===== src/rtl/pfn_pkg.sv =====
`timescale 1ns / 1ps
// ----------------------------------------------------------------------------
// Polygon face normal package
// Shared widths, status codes and controller/datapath command types.
// ----------------------------------------------------------------------------
package pfn_pkg;

	localparam int COORD_WIDTH = 16;
	localparam int MAX_VERTICES = 4;
	localparam int NORMAL_FRAC_BITS = 14;
	localparam int FACE_TRI = 3;
	localparam int OUT_WIDTH = 16;
	localparam int IDX_WIDTH = $clog2(MAX_VERTICES);
	localparam int CNT_WIDTH = 3;
	localparam int DIFF_WIDTH = COORD_WIDTH + 1;
	localparam int DIFF_SHIFT = (COORD_WIDTH > 30) ? COORD_WIDTH - 30 : 0;
	localparam int PROD_WIDTH = 2 * DIFF_WIDTH;
	localparam int CROSS_WIDTH = PROD_WIDTH + 1;
	localparam int MAG_WIDTH = 31;
	localparam int SUM_WIDTH = 64;
	localparam int ROOT_WIDTH = 32;
	localparam int NUM_WIDTH = MAG_WIDTH + NORMAL_FRAC_BITS + 1;
	localparam int QUO_WIDTH = NORMAL_FRAC_BITS + 2;
	localparam int ROOT_STEPS = 32;
	localparam int STEP_WIDTH = 6;

	typedef enum logic [1:0] {
		STATUS_OK = 2'd0,
		STATUS_DEGENERATE = 2'd1,
		STATUS_BAD_COUNT = 2'd2
	} face_status_t;

	typedef enum logic [3:0] {
		CMD_NONE,
		CMD_DIFF,
		CMD_MUL,
		CMD_CROSS,
		CMD_NORM,
		CMD_SQUARE,
		CMD_ROOT_INIT,
		CMD_ROOT_STEP,
		CMD_DIV_INIT,
		CMD_DIV_STEP,
		CMD_DIV_SAVE
	} dp_op_t;

	typedef struct packed {
		dp_op_t op;
		logic [1:0] comp;
		logic quad_alt;
	} dp_cmd_t;

	typedef struct packed {
		logic degenerate;
	} dp_status_t;

endpackage


===== src/rtl/pfn_controller.sv =====
`timescale 1ns / 1ps
// ----------------------------------------------------------------------------
// Polygon face normal controller
// Counts vertices, sequences the datapath and holds the output request.
// ----------------------------------------------------------------------------
module pfn_controller (
	input logic clk,
	input logic arst_n,
	input logic in_valid,
	input logic in_last,
	output logic in_ready,
	output logic out_valid,
	input logic out_ready,
	output logic [1:0] out_status,
	output logic out_zero,
	output logic store_en,
	output logic [pfn_pkg::IDX_WIDTH-1:0] store_idx,
	output pfn_pkg::dp_cmd_t cmd,
	input pfn_pkg::dp_status_t status,
	input logic quad_collapse
);

	typedef enum logic [3:0] {
		ST_IDLE,
		ST_DIFF,
		ST_MUL,
		ST_CROSS,
		ST_NORM,
		ST_SQUARE,
		ST_ROOT_INIT,
		ST_ROOT,
		ST_DIV_INIT,
		ST_DIV,
		ST_DIV_SAVE,
		ST_OUT
	} state_t;

	state_t state_q;
	logic [pfn_pkg::CNT_WIDTH-1:0] count_q;
	logic [pfn_pkg::CNT_WIDTH-1:0] total;
	logic [1:0] comp_q;
	logic [pfn_pkg::STEP_WIDTH-1:0] step_q;
	logic alt_q;
	logic valid_q;
	logic zero_q;
	logic [1:0] stat_q;
	logic accept;

	assign in_ready = (state_q == ST_IDLE) && !valid_q;
	assign accept = in_valid && in_ready;
	assign store_en = accept && (count_q < pfn_pkg::CNT_WIDTH'(pfn_pkg::MAX_VERTICES));
	assign store_idx = count_q[pfn_pkg::IDX_WIDTH-1:0];
	assign total = (count_q == '1) ? count_q : count_q + 1'b1;
	assign out_valid = valid_q;
	assign out_status = stat_q;
	assign out_zero = zero_q;

	always_comb begin
		cmd.comp = comp_q;
		cmd.quad_alt = alt_q;
		unique case (state_q)
			ST_DIFF: cmd.op = pfn_pkg::CMD_DIFF;
			ST_MUL: cmd.op = pfn_pkg::CMD_MUL;
			ST_CROSS: cmd.op = pfn_pkg::CMD_CROSS;
			ST_NORM: cmd.op = pfn_pkg::CMD_NORM;
			ST_SQUARE: cmd.op = pfn_pkg::CMD_SQUARE;
			ST_ROOT_INIT: cmd.op = pfn_pkg::CMD_ROOT_INIT;
			ST_ROOT: cmd.op = pfn_pkg::CMD_ROOT_STEP;
			ST_DIV_INIT: cmd.op = pfn_pkg::CMD_DIV_INIT;
			ST_DIV: cmd.op = pfn_pkg::CMD_DIV_STEP;
			ST_DIV_SAVE: cmd.op = pfn_pkg::CMD_DIV_SAVE;
			default: cmd.op = pfn_pkg::CMD_NONE;
		endcase
	end

	always_ff @(posedge clk or negedge arst_n) begin
		if (!arst_n) begin
			state_q <= ST_IDLE;
			count_q <= '0;
			comp_q <= '0;
			step_q <= '0;
			alt_q <= 1'b0;
			valid_q <= 1'b0;
			zero_q <= 1'b0;
			stat_q <= pfn_pkg::STATUS_OK;
		end else begin
			if (valid_q && out_ready) begin
				valid_q <= 1'b0;
			end
			unique case (state_q)
				ST_IDLE: begin
					if (accept) begin
						if (!in_last) begin
							count_q <= total;
						end else begin
							count_q <= '0;
							comp_q <= '0;
							if (total == pfn_pkg::CNT_WIDTH'(pfn_pkg::FACE_TRI)) begin
								alt_q <= 1'b0;
								state_q <= ST_DIFF;
							end else if (total ==
								pfn_pkg::CNT_WIDTH'(pfn_pkg::MAX_VERTICES)) begin
								alt_q <= quad_collapse;
								state_q <= ST_DIFF;
							end else begin
								stat_q <= pfn_pkg::STATUS_BAD_COUNT;
								zero_q <= 1'b1;
								valid_q <= 1'b1;
							end
						end
					end
				end
				ST_DIFF: state_q <= ST_MUL;
				ST_MUL: begin
					comp_q <= (comp_q == 2'd2) ? 2'd0 : comp_q + 2'd1;
					if (comp_q == 2'd2) state_q <= ST_CROSS;
				end
				ST_CROSS: state_q <= ST_NORM;
				ST_NORM: begin
					if (status.degenerate) begin
						stat_q <= pfn_pkg::STATUS_DEGENERATE;
						zero_q <= 1'b1;
						valid_q <= 1'b1;
						state_q <= ST_IDLE;
					end else begin
						state_q <= ST_SQUARE;
					end
				end
				ST_SQUARE: begin
					comp_q <= (comp_q == 2'd2) ? 2'd0 : comp_q + 2'd1;
					if (comp_q == 2'd2) state_q <= ST_ROOT_INIT;
				end
				ST_ROOT_INIT: begin
					step_q <= '0;
					state_q <= ST_ROOT;
				end
				ST_ROOT: begin
					step_q <= step_q + 1'b1;
					if (step_q == pfn_pkg::STEP_WIDTH'(pfn_pkg::ROOT_STEPS - 1)) begin
						state_q <= ST_DIV_INIT;
					end
				end
				ST_DIV_INIT: begin
					step_q <= '0;
					state_q <= ST_DIV;
				end
				ST_DIV: begin
					step_q <= step_q + 1'b1;
					if (step_q == pfn_pkg::STEP_WIDTH'(pfn_pkg::NUM_WIDTH - 1)) begin
						state_q <= ST_DIV_SAVE;
					end
				end
				ST_DIV_SAVE: begin
					comp_q <= (comp_q == 2'd2) ? 2'd0 : comp_q + 2'd1;
					if (comp_q == 2'd2) begin
						stat_q <= pfn_pkg::STATUS_OK;
						zero_q <= 1'b0;
						valid_q <= 1'b1;
						state_q <= ST_IDLE;
					end else begin
						state_q <= ST_DIV_INIT;
					end
				end
				default: state_q <= ST_IDLE;
			endcase
		end
	end

endmodule


===== config.mk =====
export PLATFORM = sky130hd
export DESIGN_NAME = pfn_controller
export DESIGN_NICKNAME = d
export VERILOG_FILES = /design/src/rtl/pfn_pkg.sv /design/src/rtl/pfn_controller.sv
export SDC_FILE = /design/constraint.sdc
export NUM_CORES = 1
export LEC_CHECK = 0
export ABC_AREA = 1
export BUFFER_PORTS_ARGS = -buffer_cell sky130_fd_sc_hd__buf_2
export CORE_ASPECT_RATIO = 0.8
export CORE_MARGIN = 1.5
export CORE_UTILIZATION = 30
export CTS_CLUSTER_SIZE = 30
export DETAILED_ROUTE_END_ITERATION = 8
export GPL_ROUTABILITY_DRIVEN = 0
export SLEW_MARGIN = 20
export SYNTH_ARGS = -nofsm -noshare
export SYNTH_HDL_FRONTEND = slang
export SYNTH_SLANG_ARGS = --single-unit

===== constraint.sdc =====
create_clock -name clk -period 2 [get_ports clk]
set_clock_uncertainty 0.05 [all_clocks]
set_input_delay 0.1 -clock clk [delete_from_list [all_inputs] [get_ports clk]]
set_output_delay 0.1 -clock clk [all_outputs]
set_load 0.02 [all_outputs]

==> results of run 1 <==
[logic make-up after synthesis]
group / synth area share
and+or+nand+nor: 0.369
DFF: 0.385
buffers and inverters: 0.101
AOI/OAI and AO/OA: 0.110
adders and majority gates: 0.0289
xor gates and xnor gates: 0.00674
[metal layers]
| layer | vias up | routed length (um) |
|---|---|---|
| li1 | 604 | - |
| met1 | 523 | 1500 |
| met2 | 24 | 1150 |
| met3 | 4 | 113 |
| met4 | 0 | 27 |
| met5 | - | 0 |
[flip-flops by register name, summed over array words and instances (netlist names)]
register,flops
out_zero,1
comp_q,2
alt_q,1
out_valid,1
state_q,4
count_q,3
out_status,2
step_q,6
[power by group]
part	internal, W	switching, W
sequential	0.000404	0.0000000000000000000413
clock	0.000134	0.000128
combinational	0.00000727	0.0000131
[layout make-up]
class,count,area (um2),share of cell area
flip-flops and latches,20,500,0.333
clock buffers,3,41.3,0.0275
well taps,57,71.3,0.0474
repair buffers,23,125,0.0832
multi-input cells,123,668,0.444
inverters,26,97.6,0.0649
[repair_timing]
item                       4_1_cts  5_1_grt
hold endpoints to repair        21        0
setup endpoints to repair        0        0
hold buffers                     2        0
resized for setup                0        0
[metrics by stage]
| stage | setup WS (ns) | util | std cells |
|---|---|---|---|
| floorplan | 0.513 | - | 173 |
| global placement | 0.362 | 0.345 | 247 |
| detailed placement | 0.369 | 0.345 | 247 |
| CTS | 0.218 | 0.360 | 252 |
| global route | 0.0580 | 0.360 | 252 |
| finish | 0.214 | 0.360 | 252 |
[synthesized netlist by cell type, drive strengths merged]
cell type / instances
nand2: 51
inv: 26
nor2: 21
dfrtp: 20
nand3: 17
o21ai: 7
a21oi: 5
buf: 4
ha: 3
nand4: 3
nor3: 3
o22ai: 3
o31ai: 3
a31oi: 2
nand3b: 1
o2111ai: 1
o211ai: 1
o221ai: 1
xor2: 1
[worst max-delay path by stage]
stage                           start                     end  slack (ns)
3_5_place_dp   count_q[0]$_DFFE_PN0P_  state_q[0]$_DFFE_PN0P_        0.37
5_1_grt        state_q[1]$_DFFE_PN0P_                  cmd[4]        0.06
3_3_place_gp   count_q[0]$_DFFE_PN0P_  state_q[1]$_DFFE_PN0P_        0.36
2_1_floorplan  count_q[0]$_DFFE_PN0P_  state_q[2]$_DFFE_PN0P_        0.51
4_1_cts        state_q[1]$_DFFE_PN0P_                  cmd[4]        0.22
6_report       state_q[1]$_DFFE_PN0P_                  cmd[4]        0.21
[tightest hold or removal path, stage by stage]
cell     delay, ns
buf_2         0.09
nand2_1       0.06
nand2_1       0.06
==> key figures, run 1 <==
Hold path
  – Hold Path Class: in -> reg
  – Worst Hold Depth: 3
  – Hold Path End: out_status[0]$_DFFE_PN0P_
  – Hold_sp: status

Flow run
  – Max_cap viols: 0

Routing
  – WL/cell: 11.1 um
  – DRT iter0 DRCs: 146
  – Routed wire length: 2.79 mm
  – Routed Antenna Nets: 0
  – Drt pass-1 iters: 4
  – # DRC: 0
  – Via density: 4.58
  – Via count: 1155

GRT
  – Antenna violations before repair: 0
  – Met3 usage: 0.0277
  – Most Crowded Layer GR: met2
  – Global Route met1 Usage: 0.173
  – Grt total ovfl: 0
  – GRT Overall Usage: 0.124
  – Met2 Use GR: 0.194
  – Vias in the first global route: 1035
  – Largest net degree at the start of global routing: 21
  – First-pass GRT wire length: 4.64 mm

CTS
  – Worst skew pair latency: 0.25 ns
  – Clk buf depth: 2
  – CTS tree: done
  – Num CTS Buffers: 3
  – Root Buffer: clkbuf_8
  – Sink Count: 20
  – Post-CTS Setup Bufs: 0
  – CTS clk-pin slew, worst paths: 0.07 ns
  – H-Tree Depth: 1

Floorplan
  – FP Rows: 21
  – Die area: 4740 um2
  – Die width: 76.6 um
  – I/O pins: 22
  – Chip height: 61.9 um
  – Starting Density: 0.311
  – Core area: 4180 um2

Worst setup path
  – Crit Reg-Reg Startpoint: count_q[0]$_DFFE_PN0P_
  – CP max stage cell: dfrtp_1
  – WP buf/inv: 2
  – Top delay family on crit path: flip-flops
  – Setup CP Type: reg -> out
  – CP Data Arrival Time: 1.64 ns
  – Reg-to-reg slack, setup: 0.36 ns
  – Critical path fanouts, max: 8
  – CP peak stage delay: 0.55 ns
  – R2R depth: 11
  – CP required: 1.85 ns
  – R2R Path End: state_q[0]$_DFFE_PN0P_
  – Setup crit start kind: flip-flop
  – Stages on the worst setup path: 5
  – Critical Path, Cell by Cell: nand2_1 > nor2_1 > inv_1 > o21ai_0 > buf_2
  – Crit. End Element: output port

Logic synthesis
  – Mean Syn Cell Area: 7.51 um2
  – Synth Warn #: 0
  – Synth area leader: dfrtp_1
  – Post-synth top area share: 0.385
  – Post-synthesis cell count: 173
  – Register area share after synthesis: 0.385
  – Synth Cell Area: 1300 um2
  – Post-synthesis cell type count: 29
  – Top area cells in the synthesized netlist: dfrtp_1, nand2_1, nand3_1
  – #FFs+latches synth: 20
  – Syn_nets: 183

Finish
  – Share of cells above drive strength 1: 0.231
  – Post-route cell area: 1500 um2
  – Commonest non-fill, non-tap cell in the layout: nand2_1
  – Fillers: 438
  – # diodes: 0
  – Final nets: 207
  – Area growth, synth to finish: 15.7%
  – Most frequent cells in the layout: nand2_1, inv_1, buf_2

Timing
  – Tmin final: 1.79 ns
  – F_max: 560 MHz
  – Pins over their slew limit: 0
  – Final setup viols: 0
  – Final TNS setup: 0 ns
  – Hold Slack: 0.0357 ns
  – Slew @ Worst Pin: 0.453 ns
  – Worst rel slew slack: 0.698
  – Final Hold Vio Count: 0
  – RSZ-0062 raised after global routing: false
  – Period utilisation layout: 0.893

Power and ir drop
  – Cell Pwr Density: 457 nW/um2
  – Static Leak: 0.773 nW
  – Total Power: 0.000687 W
  – VDD IR max: 181 uV

Placement
  – IO Port Bufs: 21
  – Post-DP Area: 1440 um2
  – Hpwl dp: 2.22 mm

Outcome
  – Outcome: completed
Note: power is estimated with default switching activity, not from simulation.
==> run 2: changes to the inputs <==
--- a/config.mk
+++ b/config.mk
@@ -7,12 +7,15 @@
 export LEC_CHECK = 0
 export ABC_AREA = 1
 export BUFFER_PORTS_ARGS = -buffer_cell sky130_fd_sc_hd__buf_2
+export CELL_PAD_IN_SITES_DETAIL_PLACEMENT = 1
+export CELL_PAD_IN_SITES_GLOBAL_PLACEMENT = 2
 export CORE_ASPECT_RATIO = 0.8
 export CORE_MARGIN = 1.5
 export CORE_UTILIZATION = 30
 export CTS_CLUSTER_SIZE = 30
 export DETAILED_ROUTE_END_ITERATION = 8
 export GPL_ROUTABILITY_DRIVEN = 0
+export PLACE_DENSITY_LB_ADDON = 0.1
 export SLEW_MARGIN = 20
 export SYNTH_ARGS = -nofsm -noshare
 export SYNTH_HDL_FRONTEND = slang
==> key figures, run 2 (synthesis gave the netlist of run 1 again) <==
Outcome
  – Outcome: completed

Floorplan
  – I/O pins: 22
  – Core area: 4180 um2
  – Die width: 76.6 um
  – Starting Density: 0.311
  – FP Rows: 21
  – Die area: 4740 um2
  – Chip height: 61.9 um

Finish
  – Final nets: 207
  – Fillers: 538
  – Post-route cell area: 1520 um2
  – # diodes: 0
  – Max reg flops: 6
  – Largest regs: step_q x6, state_q x4, count_q x3
  – Most frequent cells in the layout: nand2_1, inv_1, buf_2
  – Top reg by flops: step_q
  – Area growth, synth to finish: 16.7%
  – Commonest non-fill, non-tap cell in the layout: nand2_1
  – Area occupied by multi-input gates: 668 um2
  – Register Area: 500 um2
  – Utilization after layout: 0.363
  – Share of cells above drive strength 1: 0.235

Placement
  – Post-DP Area: 1440 um2
  – DP Worst Slack: 0.323 ns
  – Hpwl dp: 2.79 mm
  – IO Port Bufs: 21

Timing
  – Final setup viols: 0
  – Slew @ Worst Pin: 0.493 ns
  – Tmin final: 1.83 ns
  – F_max: 546 MHz
  – RSZ-0062 raised after global routing: false
  – Final WS setup: 0.168 ns
  – Final TNS setup: 0 ns
  – Period utilisation layout: 0.916
  – Pins over their slew limit: 0
  – Final Hold Vio Count: 0
  – Worst rel slew slack: 0.671

Worst setup path
  – Critical path fanouts, max: 8
  – CP peak stage delay: 0.55 ns
  – CP max stage cell: dfrtp_1
  – WP buf/inv: 2
  – CP Data Arrival Time: 1.68 ns
  – Setup CP Type: reg -> out
  – Setup crit start kind: flip-flop
  – Top delay family on crit path: flip-flops
  – Crit. End Element: output port
  – Critical Path, Cell by Cell: nand2_1 > nor2_1 > inv_1 > o21ai_0 > buf_2
  – CP required: 1.85 ns

Routing
  – Routed Antenna Nets: 0
  – # DRC: 0
  – Via density: 4.58
  – Drt pass-1 iters: 4
  – Routed wire length: 3.46 mm
  – WL/cell: 13.7 um
  – DRT iter0 DRCs: 28
  – Via count: 1159

Power and ir drop
  – Static Leak: 0.780 nW
  – Comb pwr share: 0.029
  – Sw frac: 0.221
  – Cell Pwr Density: 496 nW/um2
  – VDD IR max: 384 uV
  – Flop pwr share: 0.536
  – Sw power: 0.000166 W
  – Clock network power share: 0.434
  – Internal: 0.000587 W

CTS
  – Num CTS Buffers: 3
  – H-Tree Depth: 1
  – PostCTS Resize Cnt: 0
  – Root Buffer: clkbuf_8
  – CTS tree: done
  – Post-CTS Setup Bufs: 0
  – Clk buf depth: 2
  – Worst skew pair latency: 0.27 ns
  – CTS clk-pin slew, worst paths: 0.08 ns
  – Sink Count: 20

GRT
  – Vias in the first global route: 1233
  – Grt total ovfl: 0
  – First-pass GRT wire length: 6.01 mm
  – GRT Overall Usage: 0.167
  – Largest net degree at the start of global routing: 21
  – Antenna violations before repair: 0

Hold path
  – Hold Path Class: in -> reg

Flow run
  – Max_cap viols: 0
run 2: cell types whose count changed in the layout (fill, tap and decap cells not counted), sizes merged:
cell    delta
clkbuf     +1
run 2: layout make-up:
type | count | share of cell area
Multi-Input combinational cell | 123 | 0.440
Clock buffer | 4 | 0.0363
Timing Repair Buffer | 23 | 0.0824
Sequential cell | 20 | 0.330
Inverter | 26 | 0.0643
Tap cell | 57 | 0.0470
run 2: power groups by stage:
| stage | clock (W) | sequential (W) | combinational (W) |
|---|---|---|---|
| finish | 0.000327 | 0.000404 | 0.0000220 |
| global route | 0.000356 | 0.000404 | 0.0000250 |
| CTS | 0.000349 | 0.000404 | 0.0000233 |
| detailed placement | 0 | 0.000412 | 0.0000201 |
| global placement | 0 | 0.000412 | 0.0000198 |
| floorplan | 0 | 0.000412 | 0.00000188 |
run 2: routing by layer:
metal / global-route usage / share of wire / up-vias / wire length (um)
met3: 0.0365 / 0.029 / 4 / 101
li1: - / - / 603 / -
met2: 0.270 / 0.42 / 19 / 1450
met5: 0 / 0 / - / 0
met1: 0.232 / 0.54 / 533 / 1880
met4: 0.0397 / 0.0098 / 0 / 34
run 2: worst paths after layout:
kind / startpoint / end / slack [ns] / cells past startpoint
setup reg to reg: count_q[0]$_DFFE_PN0P_ / state_q[1]$_DFFE_PN0P_ / 0.32 / 11
max in group asynchronous: arst_n / comp_q[0]$_DFFE_PN0P_ / 1.29 / 2
setup / recovery: state_q[1]$_DFFE_PN0P_ / cmd[4] / 0.17 / 5
min in group asynchronous: arst_n / out_zero$_DFFE_PN0P_ / 0.27 / 2
hold / removal: status / out_status[0]$_DFFE_PN0P_ / 0.03 / 3
hold reg to reg: out_status[1]$_DFFE_PN0P_ / out_status[1]$_DFFE_PN0P_ / 0.42 / 2
run 2: through the flow:
step                      std cells  hold slack (ns)  total power (W)
after floorplan                 173           -0.246         0.000414
after global placement          247           0.0487         0.000432
after detailed placement        247           0.0577         0.000432
after CTS                       253           0.0232         0.000776
after global routing            253           0.0338         0.000785
final                           253           0.0313         0.000753
run 2: worst reg2reg max path, delay by kind of cell (launching register included):
kind | cells | cell delay (ns)
flip-flops | 1 | 0.43
buffers and inverters | 1 | 0.06
AND/OR/NAND/NOR | 9 | 0.72
adder cells (fa/ha/maj) | 1 | 0.34
run 2: repair_timing:
| item | 4_1_cts | 5_1_grt |
|---|---|---|
| endpoints found under the setup margin | 0 | 0 |
| hold buffers | 2 | 0 |
| hold endpoints to repair | 21 | 0 |
==> run 3: changes to the inputs <==
--- a/config.mk
+++ b/config.mk
@@ -10,7 +10,7 @@
 export CELL_PAD_IN_SITES_DETAIL_PLACEMENT = 1
 export CELL_PAD_IN_SITES_GLOBAL_PLACEMENT = 2
 export CORE_ASPECT_RATIO = 0.8
-export CORE_MARGIN = 1.5
+export CORE_MARGIN = 2
 export CORE_UTILIZATION = 30
 export CTS_CLUSTER_SIZE = 30
 export DETAILED_ROUTE_END_ITERATION = 8
==> key figures, run 3 (synthesis gave the netlist of run 1 again) <==
Outcome
  – Outcome: completed

Flow run
  – Max_cap viols: 0

CTS
  – CTS clk-pin slew, worst paths: 0.08 ns
  – Num CTS Buffers: 3
  – Hold-fix buffers, CTS: 2
  – Post-CTS Setup Bufs: 0
  – Sink Count: 20
  – Root Buffer: clkbuf_8
  – Clk buf depth: 2
  – CTS tree: done
  – H-Tree Depth: 1
  – PostCTS Resize Cnt: 0
  – Worst skew pair latency: 0.26 ns

Power and ir drop
  – Flop pwr share: 0.580
  – Internal: 0.000546 W
  – Comb pwr share: 0.031
  – Cell Pwr Density: 463 nW/um2
  – Sw frac: 0.217
  – VDD IR max: 229 uV
  – Static Leak: 0.773 nW
  – Sw power: 0.000151 W
  – Clock network power share: 0.389

Routing
  – Routed wire length: 3.50 mm
  – Met2 wire len: 1.55 mm
  – # DRC: 0
  – Routed Antenna Nets: 0
  – WL/cell: 13.9 um
  – Via density: 4.74
  – Via count: 1194
  – Drt pass-1 iters: 4
  – Highest metal used: met4
  – Metal1 wirelength: 1.84 mm
  – WL met3: 94 um
  – DRT iter0 DRCs: 47

Floorplan
  – Die width: 77.6 um
  – I/O pins: 22
  – Die area: 4880 um2
  – FP Rows: 21
  – Chip height: 62.9 um
  – Starting Density: 0.311
  – Core area: 4180 um2

Worst setup path
  – CP required: 1.85 ns
  – Crit. End Element: output port
  – CP Data Arrival Time: 1.63 ns
  – Setup CP Type: reg -> out
  – Setup crit start kind: flip-flop
  – WP buf/inv: 2
  – CP peak stage delay: 0.56 ns
  – Top delay family on crit path: flip-flops
  – CP max stage cell: dfrtp_1
  – Critical Path, Cell by Cell: nand2_1 > nor2_1 > inv_1 > o21ai_0 > buf_2
  – Reg-to-reg slack, setup: 0.31 ns
  – Critical path fanouts, max: 8

Finish
  – Final nets: 207
  – Post-route cell area: 1500 um2
  – # diodes: 0
  – Commonest non-fill, non-tap cell in the layout: nand2_1
  – Largest regs: step_q x6, state_q x4, count_q x3
  – Fillers: 534
  – Share of cells above drive strength 1: 0.231
  – Most frequent cells in the layout: nand2_1, inv_1, buf_2
  – Area growth, synth to finish: 15.7%
  – Max reg flops: 6
  – Top reg by flops: step_q

GRT
  – Largest net degree at the start of global routing: 21
  – First-pass GRT wire length: 6.07 mm
  – Antenna violations before repair: 0
  – Grt total ovfl: 0
  – Vias in the first global route: 1223
  – GRT Overall Usage: 0.158

Timing
  – Slew @ Worst Pin: 0.483 ns
  – Tmin final: 1.78 ns
  – Pins over their slew limit: 0
  – Final setup viols: 0
  – Worst rel slew slack: 0.678
  – F_max: 562 MHz
  – Period utilisation layout: 0.889
  – Final WS setup: 0.222 ns
  – Final TNS setup: 0 ns
  – RSZ-0062 raised after global routing: false
  – Final Hold Vio Count: 0

Placement
  – IO Port Bufs: 21
  – Post-DP Area: 1440 um2
  – Hpwl dp: 2.85 mm
  – DP Worst Slack: 0.324 ns

Hold path
  – Hold Path Class: in -> reg
## run 3: routing by layer
layer | vias up | track usage
met4 | 0 | 0.0268
met1 | 577 | 0.230
met5 | - | 0
li1 | 601 | -
met2 | 14 | 0.240
met3 | 2 | 0.0361
## run 3: metrics by stage
| stage | std cells | utilization | power (W) | hold WS, ns |
|---|---|---|---|---|
| 3_3_place_gp | 247 | 0.345 | 0.000432 | 0.0539 |
| 5_1_grt | 252 | 0.360 | 0.000729 | 0.0446 |
| 4_1_cts | 252 | 0.360 | 0.000713 | 0.0252 |
| 2_1_floorplan | 173 | - | 0.000414 | -0.246 |
| 3_5_place_dp | 247 | 0.345 | 0.000432 | 0.0488 |
| 6_report | 252 | 0.360 | 0.000696 | 0.0287 |
## run 3: worst reg2reg max path: stages, from the launching register on
cell and delay [ns]:
dfrtp_1 0.43, ha_1 0.33, inv_1 0.06, nand2_1 0.05
nand2_1 0.10, nand3_1 0.10, nand2_1 0.11, nand2_2 0.09
nand2_4 0.10, nand2_4 0.06, nand2_1 0.06, nand2_1 0.05
## run 3: path summary, 6_finish.rpt
| kind | startpoint | endpoint | cells past startpoint |
|---|---|---|---|
| max reg2reg | count_q[0]$_DFFE_PN0P_ | state_q[0]$_DFFE_PN0P_ | 11 |
| min reg2reg | out_status[0]$_DFFE_PN0P_ | out_status[0]$_DFFE_PN0P_ | 2 |
| min in group asynchronous | arst_n | out_status[1]$_DFFE_PN0P_ | 2 |
| max in group asynchronous | arst_n | step_q[2]$_DFFE_PN0P_ | 2 |
| max | state_q[1]$_DFFE_PN0P_ | cmd[4] | 5 |
| min | status | out_status[0]$_DFFE_PN0P_ | 3 |
## run 3: cell type report
class | count | area [um2] | share of cell area
multi-input combinational | 123 | 668 | 0.444
sequential | 20 | 500 | 0.333
timing repair buffer | 23 | 125 | 0.0832
inverter | 26 | 97.6 | 0.0649
tap | 57 | 71.3 | 0.0474
clock buffer | 3 | 41.3 | 0.0275
## run 3: power groups by stage
stage               combinational [W]  clock [W]  sequential (W)
finish                      0.0000218   0.000271        0.000404
global route                0.0000247   0.000301        0.000404
CTS                         0.0000227   0.000286        0.000404
detailed placement          0.0000199          0        0.000412
global placement            0.0000200          0        0.000412
floorplan                  0.00000188          0        0.000412
